[src/rtl/core/sfd_pkg.sv]
`timescale 1ns / 1ps
`default_nettype none
// ----------------------------------------------------------------------------
// SBUS frame decoder package
// Shared constants, types and helpers for the SBUS frame decoder.
// ----------------------------------------------------------------------------
package sfd_pkg;

   localparam int FRAME_LEN      = 25;
   localparam int POS_W          = 5;
   localparam int FIRST_DATA_POS = 1;
   localparam int FLAG_POS       = 23;
   localparam int FOOTER_POS     = 24;
   localparam logic [7:0] HEADER_BYTE = 8'h0F;
   localparam logic [7:0] FOOTER_BYTE = 8'h00;
   localparam int FAILSAFE_BIT   = 3;
   localparam int LOST_BIT       = 2;
   localparam int MAX_CHANNELS   = 16;
   localparam int RAW_WIDTH      = 11;
   localparam int FRAC_BITS      = 14;
   localparam int ROUND_BIAS     = 8192;
   localparam int QUEUE_DEPTH    = 8;
   localparam int RAM_DEPTH      = 2 * FRAME_LEN;
   localparam int RAM_AW         = $clog2(RAM_DEPTH);

   typedef enum logic [1:0] {
      CSR_CHAN_CFG     = 2'd0,
      CSR_SCALE_GAIN   = 2'd1,
      CSR_SCALE_OFFSET = 2'd2
   } csr_index_type;

   typedef struct packed {
      logic        valid;
      logic        bank;
      logic [4:0]  nchan;
      logic        failsafe;
      logic        frame_lost;
      logic [15:0] lost;
   } launch_type;

   typedef struct packed {
      logic [3:0]  index;
      logic [15:0] value;
      logic        failsafe;
      logic        frame_lost;
      logic [15:0] lost;
      logic        last;
   } result_type;

   function automatic logic [RAM_AW-1:0] ram_addr(input logic bank,
                                                  input logic [POS_W-1:0] pos);
      logic [RAM_AW-1:0] base;
      base = bank ? RAM_AW'(FRAME_LEN) : '0;
      return base + RAM_AW'(pos);
   endfunction

endpackage
`default_nettype wire

[src/rtl/core/sfd_frame_ram.sv]
`timescale 1ns / 1ps
`default_nettype none
// ----------------------------------------------------------------------------
// SBUS frame buffer memory
// Two frame banks in one synchronous memory, one write and one read port.
// ----------------------------------------------------------------------------
module sfd_frame_ram
   import sfd_pkg::*;
(
   input  wire logic              clock,
   input  wire logic              wr_en,
   input  wire logic [RAM_AW-1:0] wr_addr,
   input  wire logic [7:0]        wr_data,
   input  wire logic              rd_en,
   input  wire logic [RAM_AW-1:0] rd_addr,
   output logic      [7:0]        rd_data
);

   logic [7:0] mem_ff [RAM_DEPTH];

   always_ff @(posedge clock) begin
      if (wr_en) begin
         mem_ff[wr_addr] <= wr_data;
      end
      if (rd_en) begin
         rd_data <= mem_ff[rd_addr];
      end
   end

endmodule
`default_nettype wire

[src/rtl/core/sfd_framer.sv]
`timescale 1ns / 1ps
`default_nettype none
// ----------------------------------------------------------------------------
// SBUS framer
// Tracks the byte position, writes bytes into the frame memory, checks
// header and footer, counts bad frames and launches good frames.
// ----------------------------------------------------------------------------
module sfd_framer
   import sfd_pkg::*;
(
   input  wire logic              clock,
   input  wire logic              reset,
   input  wire logic              req_valid,
   output logic                   req_ready,
   input  wire logic [7:0]        req_rx_byte,
   input  wire logic              req_gap_before,
   input  wire logic [4:0]        chan_cfg,
   input  wire logic              emit_busy,
   output logic                   wr_en,
   output logic      [RAM_AW-1:0] wr_addr,
   output launch_type             launch
);

   logic [POS_W-1:0] pos_ff, pos_in, pos_eff;
   logic             wbank_ff, wbank_in;
   logic             hdr_ok_ff, hdr_ok_in;
   logic [7:0]       flags_ff, flags_in;
   logic [15:0]      bad_ff, bad_in;
   logic             accept, complete, good, bad_inc;
   logic [4:0]       nchan;

   assign req_ready = !(pos_ff == POS_W'(FOOTER_POS) && emit_busy);
   assign accept    = req_valid && req_ready;
   assign pos_eff   = req_gap_before ? '0 : pos_ff;
   assign complete  = pos_eff == POS_W'(FOOTER_POS);
   assign good      = hdr_ok_ff && (req_rx_byte == FOOTER_BYTE);
   assign bad_inc   = accept && ((req_gap_before && pos_ff != '0) || (complete && !good));
   assign nchan     = (chan_cfg > 5'(MAX_CHANNELS)) ? 5'(MAX_CHANNELS) : chan_cfg;

   assign wr_en   = accept;
   assign wr_addr = ram_addr(wbank_ff, pos_eff);

   always_comb begin
      launch.valid      = accept && complete && good;
      launch.bank       = wbank_ff;
      launch.nchan      = nchan;
      launch.failsafe   = flags_ff[FAILSAFE_BIT];
      launch.frame_lost = flags_ff[LOST_BIT];
      launch.lost       = bad_ff;
   end

   always_comb begin
      pos_in    = pos_ff;
      wbank_in  = wbank_ff;
      hdr_ok_in = hdr_ok_ff;
      flags_in  = flags_ff;
      bad_in    = bad_ff;
      if (accept) begin
         pos_in = complete ? '0 : pos_eff + POS_W'(1);
         if (pos_eff == '0) begin
            hdr_ok_in = req_rx_byte == HEADER_BYTE;
         end
         if (pos_eff == POS_W'(FLAG_POS)) begin
            flags_in = req_rx_byte;
         end
         if (complete && good) begin
            wbank_in = !wbank_ff;
            bad_in   = '0;
         end
      end
      if (bad_inc && bad_ff != 16'hFFFF) begin
         bad_in = bad_ff + 16'd1;
      end
   end

   always_ff @(posedge clock) begin
      if (reset) begin
         pos_ff   <= '0;
         wbank_ff <= 1'b0;
         bad_ff   <= '0;
      end else begin
         pos_ff   <= pos_in;
         wbank_ff <= wbank_in;
         bad_ff   <= bad_in;
      end
      hdr_ok_ff <= hdr_ok_in;
      flags_ff  <= flags_in;
   end

endmodule
`default_nettype wire

[src/rtl/core/sfd_channel_unpack.sv]
`timescale 1ns / 1ps
`default_nettype none
// ----------------------------------------------------------------------------
// SBUS channel unpacker
// Reads the data bytes of a launched frame from memory, gathers 11-bit
// channels, scales them and pushes finished items into the result queue.
// ----------------------------------------------------------------------------
module sfd_channel_unpack
   import sfd_pkg::*;
#(
   parameter int QUEUE_DEPTH = sfd_pkg::QUEUE_DEPTH
) (
   input  wire logic                                clock,
   input  wire logic                                reset,
   input  wire launch_type                          launch,
   input  wire logic [15:0]                         scale_gain,
   input  wire logic [15:0]                         scale_offset,
   input  wire logic [$clog2(QUEUE_DEPTH+1)-1:0]    queue_count,
   output logic                                     busy,
   output logic                                     rd_en,
   output logic      [RAM_AW-1:0]                   rd_addr,
   input  wire logic [7:0]                          rd_data,
   output logic                                     push,
   output result_type                               push_data
);

   localparam int CW = $clog2(QUEUE_DEPTH + 1);
   localparam int PW = RAW_WIDTH + 16 + 1;

   logic             busy_ff, busy_in;
   logic             bank_ff;
   logic [POS_W-1:0] addr_ff, addr_in, end_ff;
   logic [4:0]       nchan_ff, chan_ff, chan_in;
   logic             failsafe_ff, frame_lost_ff;
   logic [15:0]      lost_ff;
   logic [9:0]       acc_ff, acc_in;
   logic [3:0]       cnt_ff, cnt_in;
   logic             rd_vld_ff;
   logic             raw_vld_ff, raw_vld_in;
   logic [RAW_WIDTH-1:0] raw_ff, raw_in;
   logic [3:0]       raw_idx_ff, raw_idx_in;
   logic             raw_last_ff, raw_last_in;
   logic             prod_vld_ff;
   logic [PW-1:0]    prod_ff;
   logic [3:0]       prod_idx_ff;
   logic             prod_last_ff;
   logic [CW:0]      inflight;
   logic             issue, start;
   logic [7:0]       bits_total, bytes_needed;
   logic [17:0]      merged;
   logic [4:0]       cnt_sum;
   logic [PW-1:0]    rounded;

   assign inflight = (CW+1)'(queue_count) + (CW+1)'(rd_vld_ff) + (CW+1)'(raw_vld_ff)
                   + (CW+1)'(prod_vld_ff);
   assign issue    = busy_ff && (inflight < (CW+1)'(QUEUE_DEPTH));
   assign start    = launch.valid && launch.nchan != '0;
   assign busy     = busy_ff || rd_vld_ff || raw_vld_ff || prod_vld_ff;
   assign rd_en    = issue;
   assign rd_addr  = ram_addr(bank_ff, addr_ff);

   assign bits_total   = 8'(launch.nchan) * 8'(RAW_WIDTH);
   assign bytes_needed = (bits_total + 8'd7) >> 3;

   assign merged  = {8'b0, acc_ff} | ({10'b0, rd_data} << cnt_ff);
   assign cnt_sum = 5'(cnt_ff) + 5'd8;

   always_comb begin
      busy_in     = busy_ff;
      addr_in     = addr_ff;
      acc_in      = acc_ff;
      cnt_in      = cnt_ff;
      chan_in     = chan_ff;
      raw_vld_in  = 1'b0;
      raw_in      = merged[RAW_WIDTH-1:0];
      raw_idx_in  = chan_ff[3:0];
      raw_last_in = (chan_ff + 5'd1) == nchan_ff;
      if (issue) begin
         addr_in = addr_ff + POS_W'(1);
         if (addr_ff == end_ff) begin
            busy_in = 1'b0;
         end
      end
      if (rd_vld_ff) begin
         if (cnt_sum >= 5'(RAW_WIDTH)) begin
            raw_vld_in = 1'b1;
            acc_in     = 10'(merged >> RAW_WIDTH);
            cnt_in     = 4'(cnt_sum - 5'(RAW_WIDTH));
            chan_in    = chan_ff + 5'd1;
         end else begin
            acc_in = merged[9:0];
            cnt_in = cnt_sum[3:0];
         end
      end
      if (start) begin
         busy_in = 1'b1;
         addr_in = POS_W'(FIRST_DATA_POS);
         acc_in  = '0;
         cnt_in  = '0;
         chan_in = '0;
      end
   end

   always_ff @(posedge clock) begin
      if (reset) begin
         busy_ff     <= 1'b0;
         rd_vld_ff   <= 1'b0;
         raw_vld_ff  <= 1'b0;
         prod_vld_ff <= 1'b0;
      end else begin
         busy_ff     <= busy_in;
         rd_vld_ff   <= issue;
         raw_vld_ff  <= raw_vld_in;
         prod_vld_ff <= raw_vld_ff;
      end
      if (start) begin
         bank_ff       <= launch.bank;
         end_ff        <= bytes_needed[POS_W-1:0];
         nchan_ff      <= launch.nchan;
         failsafe_ff   <= launch.failsafe;
         frame_lost_ff <= launch.frame_lost;
         lost_ff       <= launch.lost;
      end
      addr_ff      <= addr_in;
      acc_ff       <= acc_in;
      cnt_ff       <= cnt_in;
      chan_ff      <= chan_in;
      raw_ff       <= raw_in;
      raw_idx_ff   <= raw_idx_in;
      raw_last_ff  <= raw_last_in;
      prod_ff      <= PW'(raw_ff) * PW'(scale_gain);
      prod_idx_ff  <= raw_idx_ff;
      prod_last_ff <= raw_last_ff;
   end

   assign rounded = (prod_ff + PW'(ROUND_BIAS)) >> FRAC_BITS;
   assign push    = prod_vld_ff;

   always_comb begin
      push_data.index      = prod_idx_ff;
      push_data.value      = rounded[15:0] + scale_offset;
      push_data.failsafe   = failsafe_ff;
      push_data.frame_lost = frame_lost_ff;
      push_data.lost       = lost_ff;
      push_data.last       = prod_last_ff;
   end

endmodule
`default_nettype wire

[src/rtl/core/sfd_result_queue.sv]
`timescale 1ns / 1ps
`default_nettype none
// ----------------------------------------------------------------------------
// SBUS result queue
// Small first-in first-out queue that holds finished channel items.
// ----------------------------------------------------------------------------
module sfd_result_queue
   import sfd_pkg::*;
#(
   parameter int QUEUE_DEPTH = sfd_pkg::QUEUE_DEPTH
) (
   input  wire logic                             clock,
   input  wire logic                             reset,
   input  wire logic                             push,
   input  wire result_type                       push_data,
   input  wire logic                             pop,
   output logic                                  out_valid,
   output result_type                            out_data,
   output logic [$clog2(QUEUE_DEPTH+1)-1:0]      count
);

   localparam int AW = $clog2(QUEUE_DEPTH);
   localparam int CW = $clog2(QUEUE_DEPTH + 1);

   result_type   mem_ff [QUEUE_DEPTH];
   logic [AW-1:0] wr_ptr_ff, rd_ptr_ff;
   logic [CW-1:0] count_ff;
   logic          do_pop;

   assign out_valid = count_ff != '0;
   assign out_data  = mem_ff[rd_ptr_ff];
   assign count     = count_ff;
   assign do_pop    = pop && out_valid;

   always_ff @(posedge clock) begin
      if (reset) begin
         wr_ptr_ff <= '0;
         rd_ptr_ff <= '0;
         count_ff  <= '0;
      end else begin
         if (push) begin
            wr_ptr_ff <= (wr_ptr_ff == AW'(QUEUE_DEPTH - 1)) ? '0 : wr_ptr_ff + AW'(1);
         end
         if (do_pop) begin
            rd_ptr_ff <= (rd_ptr_ff == AW'(QUEUE_DEPTH - 1)) ? '0 : rd_ptr_ff + AW'(1);
         end
         count_ff <= count_ff + CW'(push) - CW'(do_pop);
      end
      if (push) begin
         mem_ff[wr_ptr_ff] <= push_data;
      end
   end

endmodule
`default_nettype wire

[src/rtl/core/sbus_frame_decoder_unit.sv]
`timescale 1ns / 1ps
`default_nettype none
// ----------------------------------------------------------------------------
// SBUS frame decoder
// Gathers 25-byte SBUS frames and emits one scaled item per channel.
// ----------------------------------------------------------------------------
// The block takes one received byte per cycle while req_ready is high. Bytes
// go into a two-bank frame memory, so a new frame fills one bank while the
// channels of the previous good frame are read from the other, one data byte
// per cycle while reads are not paused, through a multiply stage into a result
// queue of QUEUE_DEPTH items. A good frame with n channels reads ceil(11n/8)
// data bytes. The footer byte of the next frame waits while the unpacker is
// busy. Reads also pause while the queue and the pipeline together hold
// QUEUE_DEPTH items, which lengthens the unpack and so the footer wait.
module sbus_frame_decoder_unit
   import sfd_pkg::*;
#(
   parameter int QUEUE_DEPTH = sfd_pkg::QUEUE_DEPTH
) (
   input  wire logic        clock,
   input  wire logic        reset,
   input  wire logic        req_valid,
   output logic             req_ready,
   input  wire logic [7:0]  req_rx_byte,
   input  wire logic        req_gap_before,
   output logic             rsp_valid,
   input  wire logic        rsp_ready,
   output logic [3:0]       rsp_channel_index,
   output logic [15:0]      rsp_channel_value,
   output logic             rsp_failsafe,
   output logic             rsp_frame_lost,
   output logic [15:0]      rsp_lost_frames,
   output logic             rsp_last,
   input  wire logic        csr_valid,
   output logic             csr_ready,
   input  wire logic [1:0]  csr_index,
   input  wire logic [15:0] csr_data
);

   localparam int CW = $clog2(QUEUE_DEPTH + 1);

   logic [4:0]       chan_cfg_ff;
   logic [15:0]      scale_gain_ff, scale_offset_ff;
   logic             emit_busy, wr_en, rd_en, push;
   logic [RAM_AW-1:0] wr_addr, rd_addr;
   logic [7:0]       rd_data;
   logic [CW-1:0]    queue_count;
   launch_type       launch;
   result_type       push_data, out_data;

   assign csr_ready = 1'b1;

   always_ff @(posedge clock) begin
      if (reset) begin
         chan_cfg_ff     <= 5'd8;
         scale_gain_ff   <= 16'd10240;
         scale_offset_ff <= 16'd880;
      end else if (csr_valid && csr_ready) begin
         unique case (csr_index_type'(csr_index))
            CSR_CHAN_CFG:     chan_cfg_ff     <= csr_data[4:0];
            CSR_SCALE_GAIN:   scale_gain_ff   <= csr_data;
            CSR_SCALE_OFFSET: scale_offset_ff <= csr_data;
            default: ;
         endcase
      end
   end

   sfd_framer u_framer (
      .clock          (clock),
      .reset          (reset),
      .req_valid      (req_valid),
      .req_ready      (req_ready),
      .req_rx_byte    (req_rx_byte),
      .req_gap_before (req_gap_before),
      .chan_cfg       (chan_cfg_ff),
      .emit_busy      (emit_busy),
      .wr_en          (wr_en),
      .wr_addr        (wr_addr),
      .launch         (launch)
   );

   sfd_frame_ram u_ram (
      .clock   (clock),
      .wr_en   (wr_en),
      .wr_addr (wr_addr),
      .wr_data (req_rx_byte),
      .rd_en   (rd_en),
      .rd_addr (rd_addr),
      .rd_data (rd_data)
   );

   sfd_channel_unpack #(.QUEUE_DEPTH(QUEUE_DEPTH)) u_unpack (
      .clock        (clock),
      .reset        (reset),
      .launch       (launch),
      .scale_gain   (scale_gain_ff),
      .scale_offset (scale_offset_ff),
      .queue_count  (queue_count),
      .busy         (emit_busy),
      .rd_en        (rd_en),
      .rd_addr      (rd_addr),
      .rd_data      (rd_data),
      .push         (push),
      .push_data    (push_data)
   );

   sfd_result_queue #(.QUEUE_DEPTH(QUEUE_DEPTH)) u_queue (
      .clock     (clock),
      .reset     (reset),
      .push      (push),
      .push_data (push_data),
      .pop       (rsp_ready),
      .out_valid (rsp_valid),
      .out_data  (out_data),
      .count     (queue_count)
   );

   assign rsp_channel_index = out_data.index;
   assign rsp_channel_value = out_data.value;
   assign rsp_failsafe      = out_data.failsafe;
   assign rsp_frame_lost    = out_data.frame_lost;
   assign rsp_lost_frames   = out_data.lost;
   assign rsp_last          = out_data.last;

endmodule
`default_nettype wire

[config.mk]
export PLATFORM = sky130hd
export DESIGN_NAME = sbus_frame_decoder_unit
export DESIGN_NICKNAME = d
export VERILOG_FILES = /design/src/rtl/core/sfd_pkg.sv /design/src/rtl/core/sfd_frame_ram.sv /design/src/rtl/core/sfd_framer.sv /design/src/rtl/core/sfd_channel_unpack.sv /design/src/rtl/core/sfd_result_queue.sv /design/src/rtl/core/sbus_frame_decoder_unit.sv
export SDC_FILE = /design/constraint.sdc
export NUM_CORES = 1
export LEC_CHECK = 0
export ABC_CLOCK_PERIOD_IN_PS = 5160
export BUFFER_PORTS_ARGS = -buffer_cell sky130_fd_sc_hd__buf_4
export CORE_MARGIN = 2
export CORE_UTILIZATION = 49
export CTS_BUF_LIST = sky130_fd_sc_hd__clkbuf_8
export CTS_CLUSTER_DIAMETER = 200
export DETAILED_ROUTE_END_ITERATION = 10
export GPL_ROUTABILITY_DRIVEN = 0
export PLACE_DENSITY_LB_ADDON = 0.08
export SLEW_MARGIN = 20
export SYNTH_ARGS = -nofsm -noshare
export SYNTH_HDL_FRONTEND = slang
export SYNTH_SLANG_ARGS = --single-unit
[constraint.sdc]
create_clock -name clock -period 5.16 [get_ports clock]
set_clock_uncertainty 0.2 [all_clocks]
set_input_delay 1.032 -clock clock [delete_from_list [all_inputs] [get_ports clock]]
set_output_delay 1.032 -clock clock [all_outputs]
set_load 0.02 [all_outputs]
; After elaboration in Yosys (flattened, before gate mapping)
; Memory sizes are Yosys's and may differ from the RTL's. A register that Yosys moved wholly into a read port is not among the register bits.
; Index checks and enable logic that the tools add are counted.
[op_classes]
add_sub_neg = 18
n_mul = 2
n_lt_le_gt_ge = 3
eq_ne = 11
n_shift = 1
mux = 22
n_bitwise = 2
reduce_logical = 40
[ops]
columns = cell, n
row1 = 16-bit 2-to-1 mux, 3
row2 = "27-bit by 14-bit adder with 28-bit output, second input constant", 1
row3 = 11-bit by 16-bit multiplier with 27-bit output, 1
row4 = 5-bit 2-to-1 mux, 5
row5 = 10-bit by 18-bit bitwise OR with 18-bit output, 1
row6 = 2-bit AND reduction, 9
row7 = 8-bit by 4-bit << shifter with 18-bit output, 1
row8 = 14-bit by 16-bit adder with 16-bit output, 1
row9 = "16-bit by 1-bit adder with 16-bit output, second input constant", 1
row10 = "16-bit inequality test, second input constant", 1
row11 = "5-bit by 1-bit adder with 5-bit output, second input constant", 3
row12 = "5-bit equality test, second input constant", 3
row13 = 1-bit logical AND, 13
row14 = 6-bit by 5-bit adder with 6-bit output, 2
row15 = 3-bit 2-to-1 mux, 4
row16 = 5-bit by 1-bit adder with 5-bit output, 2
row17 = 5-bit equality test, 2
row18 = 10-bit 2-to-1 mux, 1
row19 = 5-bit nonzero test, 2
row20 = "8-bit by 3-bit adder with 8-bit output, second input constant", 1
row21 = "8-bit by 4-bit equality test with 1-bit output, second input constant", 1
row22 = 8-bit zero test, 1
row23 = "5-bit by 4-bit multiplier with 8-bit output, second input constant", 1
row24 = 1-bit 2-to-1 mux, 8
row25 = other kinds (21), 31
[totals]
register_bits = 179
ramBits = 712
inputBits = 32
out_inout_bits = 42
word_cells = 132
memories = 2
[mem_list]
columns = name, words, width, rd, rd_ports_with_merged_regs, wr, line_no
row1 = u_ram.mem_ff, 50, 8, 1, 1, 1, sfd_frame_ram.sv:19  ; logic [7:0] mem_ff [RAM_DEPTH];
row2 = u_queue.mem_ff, 8, 39, 1, 1, 1, sfd_result_queue.sv:25  ; result_type mem_ff [QUEUE_DEPTH];

; Longest topological paths before layout
; Gate-level depths: netlist of run 1.
[depth]
ltp_word = 11
depth_mapped = 19
ltp_nobuf = 18

; Hierarchy
; A second synthesis of run 1 with hierarchy kept.
[hier_totals]
hier_cells = 2849
area_unflattened_um2 = 41937.7
[modules_own_cells]
columns = mod, n_inst, cells_each, area_per_inst_um2, seq_area_each_um2
row1 = sfd_frame_ram, 1, 905, 16220.6, 12251.8
row2 = sfd_result_queue, 1, 526, 12489.5, 9629.2
row3 = sfd_channel_unpack, 1, 1074, 9990.8, 2132.0
row4 = sfd_framer, 1, 192, 1664.1, 530.5
row5 = sbus_frame_decoder_unit, 1, 152, 1572.8, 740.7

; Worst setup path before layout of run 1
; OpenSTA, ideal clock, no wires.
[synth_timing]
kind = reg2reg
startpoint = reg u_unpack.raw_ff[2]
endpoint = reg u_unpack.prod_ff[23]
t_arrival_ns = 4.929
required_time_ns = 4.897
setup_slack_ns = -0.031
stages_incl_launch_ff = 18
n_path_buf = 1
synth_period_minus_slack_ns = 5.191
path_cell_list = dfxtp_1 -> clkbuf_1 -> nand2_1 -> fa_1 -> inv_1 -> fa_1 -> fa_1 -> fa_1 -> inv_1 -> fa_1 -> inv_1 -> ha_1 -> a21oi_1 -> o21bai_1 -> a2111oi_0 -> o21bai_1 -> or4_1 -> nand3_1
[synth_between]
elab_chain_cells = 1
[synth_lines]
columns = element, line_no
row1 = start: declaration, sfd_channel_unpack.sv:40  ; logic [RAW_WIDTH-1:0] raw_ff, raw_in;
row2 = start signal: assignment, sfd_channel_unpack.sv:128  ; raw_ff <= raw_in;
row3 = 11-bit by 16-bit multiplier with 27-bit output, sfd_channel_unpack.sv:131  ; prod_ff <= PW'(raw_ff) * PW'(scale_gain);
row4 = end signal: assignment, sfd_channel_unpack.sv:131
row5 = end: declaration, sfd_channel_unpack.sv:44  ; logic [PW-1:0] prod_ff;
; No other way between the ends.
; A chain may end at the register's enable or synchronous reset.

; Final worst setup path of run 1
[layout_timing]
startpoint = reg u_unpack.raw_ff[5]
endpoint = reg u_unpack.prod_ff[21]
; The elaborated chain is that of the path after synthesis.

==> flow_summary.toml, run 1 <==
[outcome]
status = "completed"

[final_layout]
syn_to_final_growth_pct = 14.1
fillers = 6639
drive_above_1_share_pct = 24.0
multiInputGateArea_um2 = 14900
post-route-cell-area_um2 = 46900
nets = 3175
seq_area_um2 = 25300
finalNonFillerCells = 4092

[hold_path]
worstHoldPathType = "reg -> reg"

[synthesis]
synth_edf_count = 752
synth-simple-area-share_pct = 7.45
yosysMostFrequentCell = "edfxtp_1"
synth_cell_types = 83
synth_top_family_by_area = "multiplexers"
synth_top_area_share_pct = 55.0
synth.net_count = 2936
seq_area_frac_synth_pct = 61.6
synth-xor-area-share_pct = 1.62
synthAdderAreaFrac_pct = 9.91
synth_largest_area_cell = "edfxtp_1"
synth_area_per_cell_um2 = 15.5
synth-compound-area-share_pct = 3.81
ys_ff_latch = 887
yosysWarnings = 0
synthArstFlopShare_pct = 0
ys.flop_type = "edfxtp_1"
ys_top_cells_by_count = "752 x edfxtp_1, 222 x nand2_1, 195 x mux4_2"
postSynthCellCount = 2656
synthMuxAreaShare_pct = 12.8
synth_area_um2 = 41100
synth.area.top_cells = "edfxtp_1 55%, mux4_2 11%, dfxtp_1 6.6%"

[setup_path]
crit_path_start_kind = "flop"
cp.required_ns = 5.66
end_kind = "flop"
path_class = "reg -> reg"
crit_fanout = 6
rrSetupSlack_ns = 0.05
arrival_ns = 5.61

[clock_tree]
h-tree-depth = 4
clk_latency_ns = 0.80
clk_pin_slew_ns = 0.06
cts_tree = "done"
root_buffer = "clkbuf_8"
clockBufferDepth = 3
cts.sinks = 887
numCtsBuffers = 149
ctsHoldBuffers = 0

[sta]
maxSlewHeadroom_pct = 27.9
period_share_pct = 99.0
slew_viol_final = 0
rsz0062_at_grt = "true"
period_needed_ns = 5.11
timing.fmax_mhz = 196
layout_setup_ws_ns = 0.0499
tightest_slew_ns = 1.08
finalHoldViolations = 0
setup_tns_ns = 0
setup-violations-final = 0
holdWs_ns = 0.140

[grt]
grt-ovfl-total = 0
grt_antenna_before_repair = 2
grt_max_degree = 79
grt_pass1_vias = 24300
gr-usage-all-layers_pct = 22.4
grt_pass1_wl_um = 144000

[routing]
postRouteAntennaNets = 0
drc_errors = 0
vias_per_cell = 5.62
wl_um = 93900
drt-initial-drc-count = 1703
vias = 23000
drt-wirelength-per-cell_um = 23.0
drt_pass1_iterations = 6

[power]
vdd_drop_max_mv = 0.252
p_leak_nw = 17.0
p_per_area_nw_per_um2 = 344

[flow_run]
drv_cap = 0

[floorplanning]
rows = 106
num_io_pins = 74
dieArea_um2 = 86100
core_um2 = 83300
fp.dieH_um = 294
start_util_pct = 49.3
die_w_um = 294

[placed_design]
pre_cts_ws_ns = -0.181
portBuffers = 72
hpwl_um = 61000
place_inst = 3819
place_area_um2 = 43700
## report_power, final
| group | internal [mW] | switching, mW | total (mW) |
|---|---|---|---|
| Sequential | 8.00 | 0.131 | 8.13 |
| Combinational | 0.863 | 1.09 | 1.95 |
| Clock | 3.14 | 2.89 | 6.03 |
## cells by family after synthesis
family	count (synthesis)
compound gates	239
xor+xnor	76
fa+ha+maj	248
buf+inv	296
flops	887
mux	276
other cells	1
simple gates	633
## layout by cell type (no fill, tap or decap), types with 7 or more instances in the layout
master    netlist  layout
edfxtp_1      752     752
mux2i_1        32      32
clkinv_2        0      12
nand3_1        53      53
nand2_1       222     222
mux4_2        195     195
dfxtp_1       135     118
nor2b_1        13      13
clkbuf_8        0     155
and2_1         93      89
fa_1          129     127
buf_4           2     192
inv_1         177     222
o21bai_1       12      11
dfxtp_2         0      11
xnor2_1        43      42
and3_1         13      10
a31oi_1        17      16
mux2_2         49      49
o22ai_1         7       7
ha_1          119     111
o21ai_0        27      27
nor2_1        132     124
nand2b_1       13      13
a211o_1         9       9
ha_4            0       7
nor2_4          0       7
buf_12          0       9
clkinv_1        0      31
a21oi_1        89      84
nor3_1         28      26
a211oi_1       12      11
a21o_1         15      15
nand4_1        17      17
xor2_1         33      32
## layer usage
metal	vias to the layer above	track usage, %	wire length (um)
met4	0	8.90	3210
met3	166	3.66	4180
li1	10400	-	-
met5	-	0	0
met1	11900	29.7	40300
met2	575	37.0	46300
## state kept, by name (all words and copies together), names as in the netlist, 2 cells and up, named ones only
signal,cells
u_ram.mem_ff,400
u_queue.mem_ff,312
scale_gain_ff,16
scale_offset_ff,16
u_framer.bad_ff,16
u_unpack.lost_ff,16
u_unpack.prod_ff,14
u_unpack.raw_ff,11
u_unpack.acc_ff,10
u_ram.rd_data,8
chan_cfg_ff,5
u_framer.pos_ff,5
u_unpack.addr_ff,5
u_unpack.chan_ff,5
u_unpack.end_ff,5
u_unpack.nchan_ff,5
u_queue.count,4
u_unpack.cnt_ff,4
u_unpack.prod_idx_ff,4
u_unpack.raw_idx_ff,4
u_queue.rd_ptr_ff,3
u_queue.wr_ptr_ff,3
u_framer.flags_ff,2
## critical path: stages, from the launching register on
cell       delay, ns
dfxtp_4         0.36
and2_4          0.16
fa_1            0.57
inv_2           0.05
fa_1            0.53
inv_1           0.05
fa_1            0.45
fa_1            0.50
inv_1           0.05
fa_1            0.49
inv_2           0.05
ha_4            0.27
and3_4          0.18
o2111ai_2       0.13
o21a_4          0.24
a211o_1         0.29
a2111o_1        0.39
o311ai_2        0.09
## per-stage QoR
stage               util (%)  power, mW
finish                  56.3       16.1
floorplan                  -       9.51
detailed placement      52.5       10.2
CTS                     56.0       16.3
global route            56.3       16.8
global placement        52.4       10.2
## repair_timing
action,4_1_cts,5_1_grt
endpoints found under the hold margin,0,0
setup buffers,5,0
setup endpoints to repair,7,12
pin swaps,5,10
cloned,0,0
gates resized for setup,19,42
## final timing paths
path,from,endpoint,depth (start not counted)
setup / recovery,u_unpack.raw_ff[5],u_unpack.prod_ff[21],17
hold / removal,u_unpack.raw_idx_ff[1],u_unpack.prod_idx_ff[1],0
setup reg to reg,u_unpack.raw_ff[5],u_unpack.prod_ff[21],17
hold reg to reg,u_unpack.raw_idx_ff[1],u_unpack.prod_idx_ff[1],0
## cell type report
cell class | count | area share (%)
diodes | 2 | 0.0107
multi-input cells | 1473 | 31.9
clock inverters | 111 | 1.60
clock buffers | 155 | 4.55
flip-flops and latches | 887 | 54.0
inverters | 178 | 1.43
repair buffers | 206 | 3.61
well taps | 1080 | 2.88
Note: power is estimated with default switching activity, not from simulation.
==> run 2, diff against run 1 <==
--- a/config.mk
+++ b/config.mk
@@ -5,7 +5,7 @@
 export SDC_FILE = /design/constraint.sdc
 export NUM_CORES = 1
 export LEC_CHECK = 0
-export ABC_CLOCK_PERIOD_IN_PS = 5160
+export ABC_CLOCK_PERIOD_IN_PS = 4900
 export BUFFER_PORTS_ARGS = -buffer_cell sky130_fd_sc_hd__buf_4
 export CORE_MARGIN = 2
 export CORE_UTILIZATION = 49
@@ -13,6 +13,7 @@
 export CTS_CLUSTER_DIAMETER = 200
 export DETAILED_ROUTE_END_ITERATION = 10
 export GPL_ROUTABILITY_DRIVEN = 0
+export MAX_ROUTING_LAYER = met4
 export PLACE_DENSITY_LB_ADDON = 0.08
 export SLEW_MARGIN = 20
 export SYNTH_ARGS = -nofsm -noshare
==> constraint.sdc (replaced) <==
create_clock -name clock -period 4.9 [get_ports clock]
set_clock_uncertainty 0.2 [all_clocks]
set_input_delay 0.98 -clock clock [delete_from_list [all_inputs] [get_ports clock]]
set_output_delay 0.98 -clock clock [all_outputs]
set_load 0.02 [all_outputs]
==> run 2 against run 1 <==
  * The flow now finishes with violations (negative setup slack)
  * Cell area rose by 0.84%
  * Critical path depth did not move
  * Non-clock buffer count rose by 48
  * Critical endpoint unchanged
  * Sequential share of layout area fell by 0.41 points
  * Utilization rose by 0.47 points
  * Die area did not move
  * Via count rose by 0.78%
  * Maximum frequency barely moved
  * Setup slack got worse by 0.26 ns
  * Routed wire length fell by 0.66%
  * Global-route usage rose by 0.43 points
  * Largest power group unchanged
==> flow_summary.toml, run 2 (synthesis gave the netlist of run 1 again) <==
[setup_path]
arrival_ns = 5.59
crit_family = "adder cells"
critPathMaxStageDelay_ns = 0.52
end_kind = "flop"
slowest_stage = "fa_1"
crit_buf_inv = 4
path_class = "reg -> reg"
crit_fanout = 5
crit_path_start_kind = "flop"
rrSetupSlack_ns = -0.21
cp_cell_sequence = "and2_4 -> fa_1 -> inv_1 -> fa_1 -> inv_1 -> fa_1 -> fa_1 -> inv_1 -> fa_1 -> inv_2 -> ha_4 -> and3_4 -> o2111ai_4 -> o21a_4 -> a211o_1 -> a2111o_1 -> o311ai_1"
cpMostUsedCell = "fa_1"
cp.required_ns = 5.39

[routing]
drc_errors = 0
wl_met3_um = 4120
wl_um = 93300
drt-initial-drc-count = 1708
wl_met1_um = 39200
top_layer = "met4"
vias_per_cell = 5.60
vias = 23200
drt_pass1_iterations = 7
postRouteAntennaNets = 0
drt-wirelength-per-cell_um = 22.5
wl_met2_um = 47300

[floorplanning]
num_io_pins = 74
die_w_um = 294
core_um2 = 83300
fp.dieH_um = 294
dieArea_um2 = 86100
start_util_pct = 49.3
rows = 106

[sta]
period_needed_ns = 5.11
finalHoldViolations = 0
period_share_pct = 104
tightest_slew_ns = 0.958
slew_viol_final = 0
layout_setup_ws_ns = -0.207
timing.fmax_mhz = 196
holdWs_ns = 0.150
rsz0062_at_grt = "true"
setup-violations-final = 9
maxSlewHeadroom_pct = 36.0

[clock_tree]
h-tree-depth = 4
cts_tree = "done"
root_buffer = "clkbuf_8"
clockBufferDepth = 3
ctsHoldBuffers = 0
clk_pin_slew_ns = 0.06
clk_latency_ns = 0.82
cts.sinks = 887
numCtsBuffers = 148

[outcome]
violations = "negative setup slack"
status = "finished with violations"

[grt]
grt-ovfl-total = 0
grt_pass1_vias = 24100
grt_max_degree = 56
gr-usage-all-layers_pct = 22.8
grt_pass1_wl_um = 143000
grt_antenna_before_repair = 1

[final_layout]
largest_reg_flops = 400
reg_top3 = "u_ram.mem_ff: 400 flops, u_queue.mem_ff: 312 flops"
final_cell_mix = "752 x edfxtp_1, 229 x buf_4, 217 x inv_1, 214 x nand2_1, 195 x mux4_2"
fillers = 6598
final_core_util_pct = 56.7
finalNonFillerCells = 4143
final_common_cell = "edfxtp_1"
drive_above_1_share_pct = 26.4
syn_to_final_growth_pct = 15.1
nets = 3222
post-route-cell-area_um2 = 47300
regMostFlops = "u_ram.mem_ff"

[flow_run]
drv_cap = 0

[placed_design]
hpwl_um = 60900
place_area_um2 = 44000
portBuffers = 72
place_inst = 3853

[power]
p_per_area_nw_per_um2 = 355
vdd_drop_max_mv = 0.274
p_leak_nw = 17.3

[hold_path]
worstHoldPathType = "reg -> reg"
==> run 2: repair_timing <==
action,4_1_cts,5_1_grt
buffers inserted,10,9
endpoints found under the hold margin,0,0
setup endpoints to repair,12,14
resized for setup,61,38
gates cloned,1,0
pin swaps,25,13
==> run 2: cell type report <==
| type | instances | area [um2] | area share [%] |
|---|---|---|---|
| tap | 1080 | 1350 | 2.86 |
| clock inverter | 108 | 562 | 1.19 |
| clock buffer | 161 | 2220 | 4.69 |
| sequential | 887 | 25300 | 53.6 |
| multi-input combinational | 1473 | 15100 | 31.8 |
| timing repair buffer | 254 | 2070 | 4.38 |
| inverter | 178 | 668 | 1.41 |
| antenna | 2 | 5.00 | 0.0106 |
==> run 2: path summary, 6_finish.rpt <==
kind | from | end | cells past startpoint
min reg2reg | u_unpack.raw_idx_ff[1] | u_unpack.prod_idx_ff[1] | 0
min | u_unpack.raw_idx_ff[1] | u_unpack.prod_idx_ff[1] | 0
max | u_unpack.raw_ff[5] | u_unpack.prod_ff[21] | 17
max reg2reg | u_unpack.raw_ff[5] | u_unpack.prod_ff[21] | 17
==> run 2: report_power, final <==
part           switching, mW  total [mW]  leakage, nW  internal (mW)
clock                   2.99        6.14         1.62           3.16
combinational           1.11        2.06         7.81          0.948
sequential             0.174        8.60         7.86           8.42
total                   4.27        16.8         17.3           12.5
==> run 2: stage by stage <==
| step | TNS [ns] | power [mW] | setup WS, ns |
|---|---|---|---|
| finish | -0.801 | 16.8 | -0.207 |
| global route | -2.62 | 17.5 | -0.343 |
| CTS | -0.766 | 17.0 | -0.196 |
| detailed placement | -2.44 | 10.8 | -0.334 |
| global placement | -1.61 | 10.7 | -0.260 |
| floorplan | -0.0223 | 10.0 | -0.0195 |
==> run 2: worst register-to-register path, delay by kind of cell (launching register included) <==
| family | cells | cell delay, ns |
|---|---|---|
| AND/OR/NAND/NOR | 2 | 0.32 |
| AO/OA/AOI/OAI | 5 | 1.18 |
| adder cells (fa/ha/maj) | 6 | 2.73 |
| buffers and inverters | 4 | 0.21 |
| flip-flops | 1 | 0.37 |
==> run 2: routing by layer <==
layer,vias to the layer above,global-route usage (%)
met5,-,-
met4,0,8.37
met3,148,3.68
met2,583,37.2
met1,11900,29.0
li1,10500,-
==> run 3, diff against run 2 <==
--- a/config.mk
+++ b/config.mk
@@ -9,7 +9,6 @@
 export BUFFER_PORTS_ARGS = -buffer_cell sky130_fd_sc_hd__buf_4
 export CORE_MARGIN = 2
 export CORE_UTILIZATION = 49
-export CTS_BUF_LIST = sky130_fd_sc_hd__clkbuf_8
 export CTS_CLUSTER_DIAMETER = 200
 export DETAILED_ROUTE_END_ITERATION = 10
 export GPL_ROUTABILITY_DRIVEN = 0
==> run 3 against run 2 <==
  * The run still ends with negative setup slack left
  * Total power up 5.0%
  * Sequential share of layout area is 0.14 points lower
  * Non-clock buffer count decreased by 9
  * Setup slack gained 0.051 ns
  * Flip-flop and latch count is the same
  * Combinational power fell by 2%
  * Register-to-register slack better by 0.05 ns
  * Via count decreased by 1.5%
  * Utilization rose by 0.14 points
  * Die area unchanged
  * Critical path type unchanged
  * Largest cell class unchanged
  * Largest power group unchanged
  * Highest routed layer unchanged
==> flow_summary.toml, run 3 (synthesis gave the netlist of run 1 again) <==
[floorplanning]
num_io_pins = 74
core_um2 = 83300
dieArea_um2 = 86100
fp.dieH_um = 294
start_util_pct = 49.3
die_w_um = 294
rows = 106

[routing]
wl_um = 91600
drt-initial-drc-count = 1684
drt_pass1_iterations = 6
drt-wirelength-per-cell_um = 22.7
postRouteAntennaNets = 0
vias_per_cell = 5.65
vias = 22800
drc_errors = 0

[sta]
setup-violations-final = 6
maxSlewHeadroom_pct = 35.0
slew_viol_final = 0
rsz0062_at_grt = "true"
layout_setup_ws_ns = -0.157
period_share_pct = 103
period_needed_ns = 5.06
holdWs_ns = 0.157
finalHoldViolations = 0
tightest_slew_ns = 0.973
timing.fmax_mhz = 198

[setup_path]
rrSetupSlack_ns = -0.16
timing.rr.start = "u_unpack.raw_ff[5]"
rr_worst_depth = 17
path_class = "reg -> reg"
crit_fanout = 5
end_kind = "flop"
crit_path_start_kind = "flop"
r2r_end = "u_unpack.prod_ff[21]"
cp.required_ns = 5.24
arrival_ns = 5.40

[power]
p_per_area_nw_per_um2 = 372
vdd_drop_max_mv = 0.326
p_leak_nw = 17.1

[placed_design]
hpwl_um = 60900
portBuffers = 72
place_inst = 3853

[clock_tree]
cts_tree = "done"
numCtsBuffers = 93
clk_pin_slew_ns = 0.06
clockBufferDepth = 3
clk_latency_ns = 0.65
h-tree-depth = 3
cts.sinks = 887
root_buffer = "clkbuf_16"

[final_layout]
syn_to_final_growth_pct = 15.4
final_cell_mix = "752 x edfxtp_1, 226 x buf_4, 220 x nand2_1, 195 x mux4_2, 173 x inv_1"
drive_above_1_share_pct = 24.6
final_common_cell = "edfxtp_1"
regMostFlops = "u_ram.mem_ff"
largest_reg_flops = 400
nets = 3158
finalNonFillerCells = 4039
antenna_cells = 0
reg_top3 = "u_ram.mem_ff: 400 flops, u_queue.mem_ff: 312 flops"

[hold_path]
holdPathEnd = "u_unpack.prod_idx_ff[1]"
hp-start = "u_unpack.raw_idx_ff[1]"
hold_depth = 0
worstHoldPathType = "reg -> reg"

[grt]
grt-ovfl-total = 0
grt_pass1_wl_um = 141000
gr-usage-all-layers_pct = 22.3
grt_max_degree = 56
grt_antenna_before_repair = 0
grt_pass1_vias = 23600

[flow_run]
drv_cap = 0

[outcome]
status = "finished with violations"
violations = "negative setup slack"
==> run 3: cell count changes in the layout (fill, tap and decap cells not counted), moves of 6 or more <==
| cell | before | now |
|---|---|---|
| inv_1 | 217 | 173 |
| clkinvlp_4 | 0 | 7 |
| bufinv_16 | 2 | 8 |
| clkbuf_16 | 0 | 93 |
| clkinv_1 | 28 | 16 |
| clkbuf_1 | 0 | 20 |
| clkbuf_8 | 161 | 6 |
| nand2_1 | 214 | 220 |
==> run 3: through the flow <==
stage	util [%]	power, mW	cell area (um2)	setup slack (ns)	setup TNS, ns
6_report	56.9	17.6	47400	-0.157	-0.565
5_1_grt	56.9	18.3	47400	-0.294	-2.40
4_1_cts	56.8	17.8	47300	-0.165	-0.596
3_5_place_dp	52.8	10.8	44000	-0.334	-2.44
3_3_place_gp	52.8	10.7	44000	-0.260	-1.61
2_1_floorplan	-	10.0	41200	-0.0195	-0.0223
==> run 3: worst max-delay path, stage by stage (launching register included) <==
cell and delay (ns):
dfxtp_4 0.36, and2_4 0.14, fa_1 0.49, inv_1 0.05, fa_1 0.50, inv_1 0.06, fa_1 0.45, fa_1 0.50
inv_1 0.05, fa_1 0.52, inv_2 0.05, ha_4 0.26, and3_4 0.17, o2111ai_2 0.13, o21a_4 0.25, a211o_1 0.33
a2111o_1 0.37, o311ai_1 0.09
==> run 3: layer usage <==
metal / vias up / track usage (%) / part of all wire [%]
met5: - / - / 0
met4: 0 / 6.28 / 2.7
met3: 154 / 3.04 / 4.0
met2: 462 / 37.1 / 51
met1: 11800 / 28.9 / 43
li1: 10400 / - / -
==> run 3: worst max-delay path by stage <==
stage	end	depth (start not counted)	startpoint
final	u_unpack.prod_ff[21]	17	u_unpack.raw_ff[5]
after floorplan	u_unpack.prod_ff[21]	17	scale_gain_ff[4]
after CTS	u_unpack.prod_ff[21]	17	u_unpack.raw_ff[5]
after global routing	u_unpack.prod_ff[21]	17	u_unpack.raw_ff[2]
after detailed placement	u_unpack.prod_ff[21]	16	scale_gain_ff[6]
after global placement	u_unpack.prod_ff[21]	17	scale_gain_ff[4]
==> run 3: layout make-up <==
type                    instances  area, um2
clock buffers                 119       2480
clock inverters                57        603
fillers                      6505      35900
inverters                     178        668
multi-input cells            1473      15000
flip-flops and latches        887      25300
well taps                    1080       1350
repair buffers                245       1980
==> run 3: where the power goes <==
group | total (mW) | leakage (nW) | internal, mW | switching, mW
Combinational | 2.02 | 7.74 | 0.934 | 1.09
Sequential | 8.60 | 7.86 | 8.42 | 0.174
Clock | 7.02 | 1.49 | 4.05 | 2.97
Total | 17.6 | 17.1 | 13.4 | 4.23
==> run 3: what timing repair did <==
action	CTS	global route
hold buffers	0	0
gates resized for setup	55	10
pin swaps	29	4
gates cloned	0	0
endpoints found under the hold margin	0	0
buffers inserted	9	1
endpoints found under the setup margin	12	13
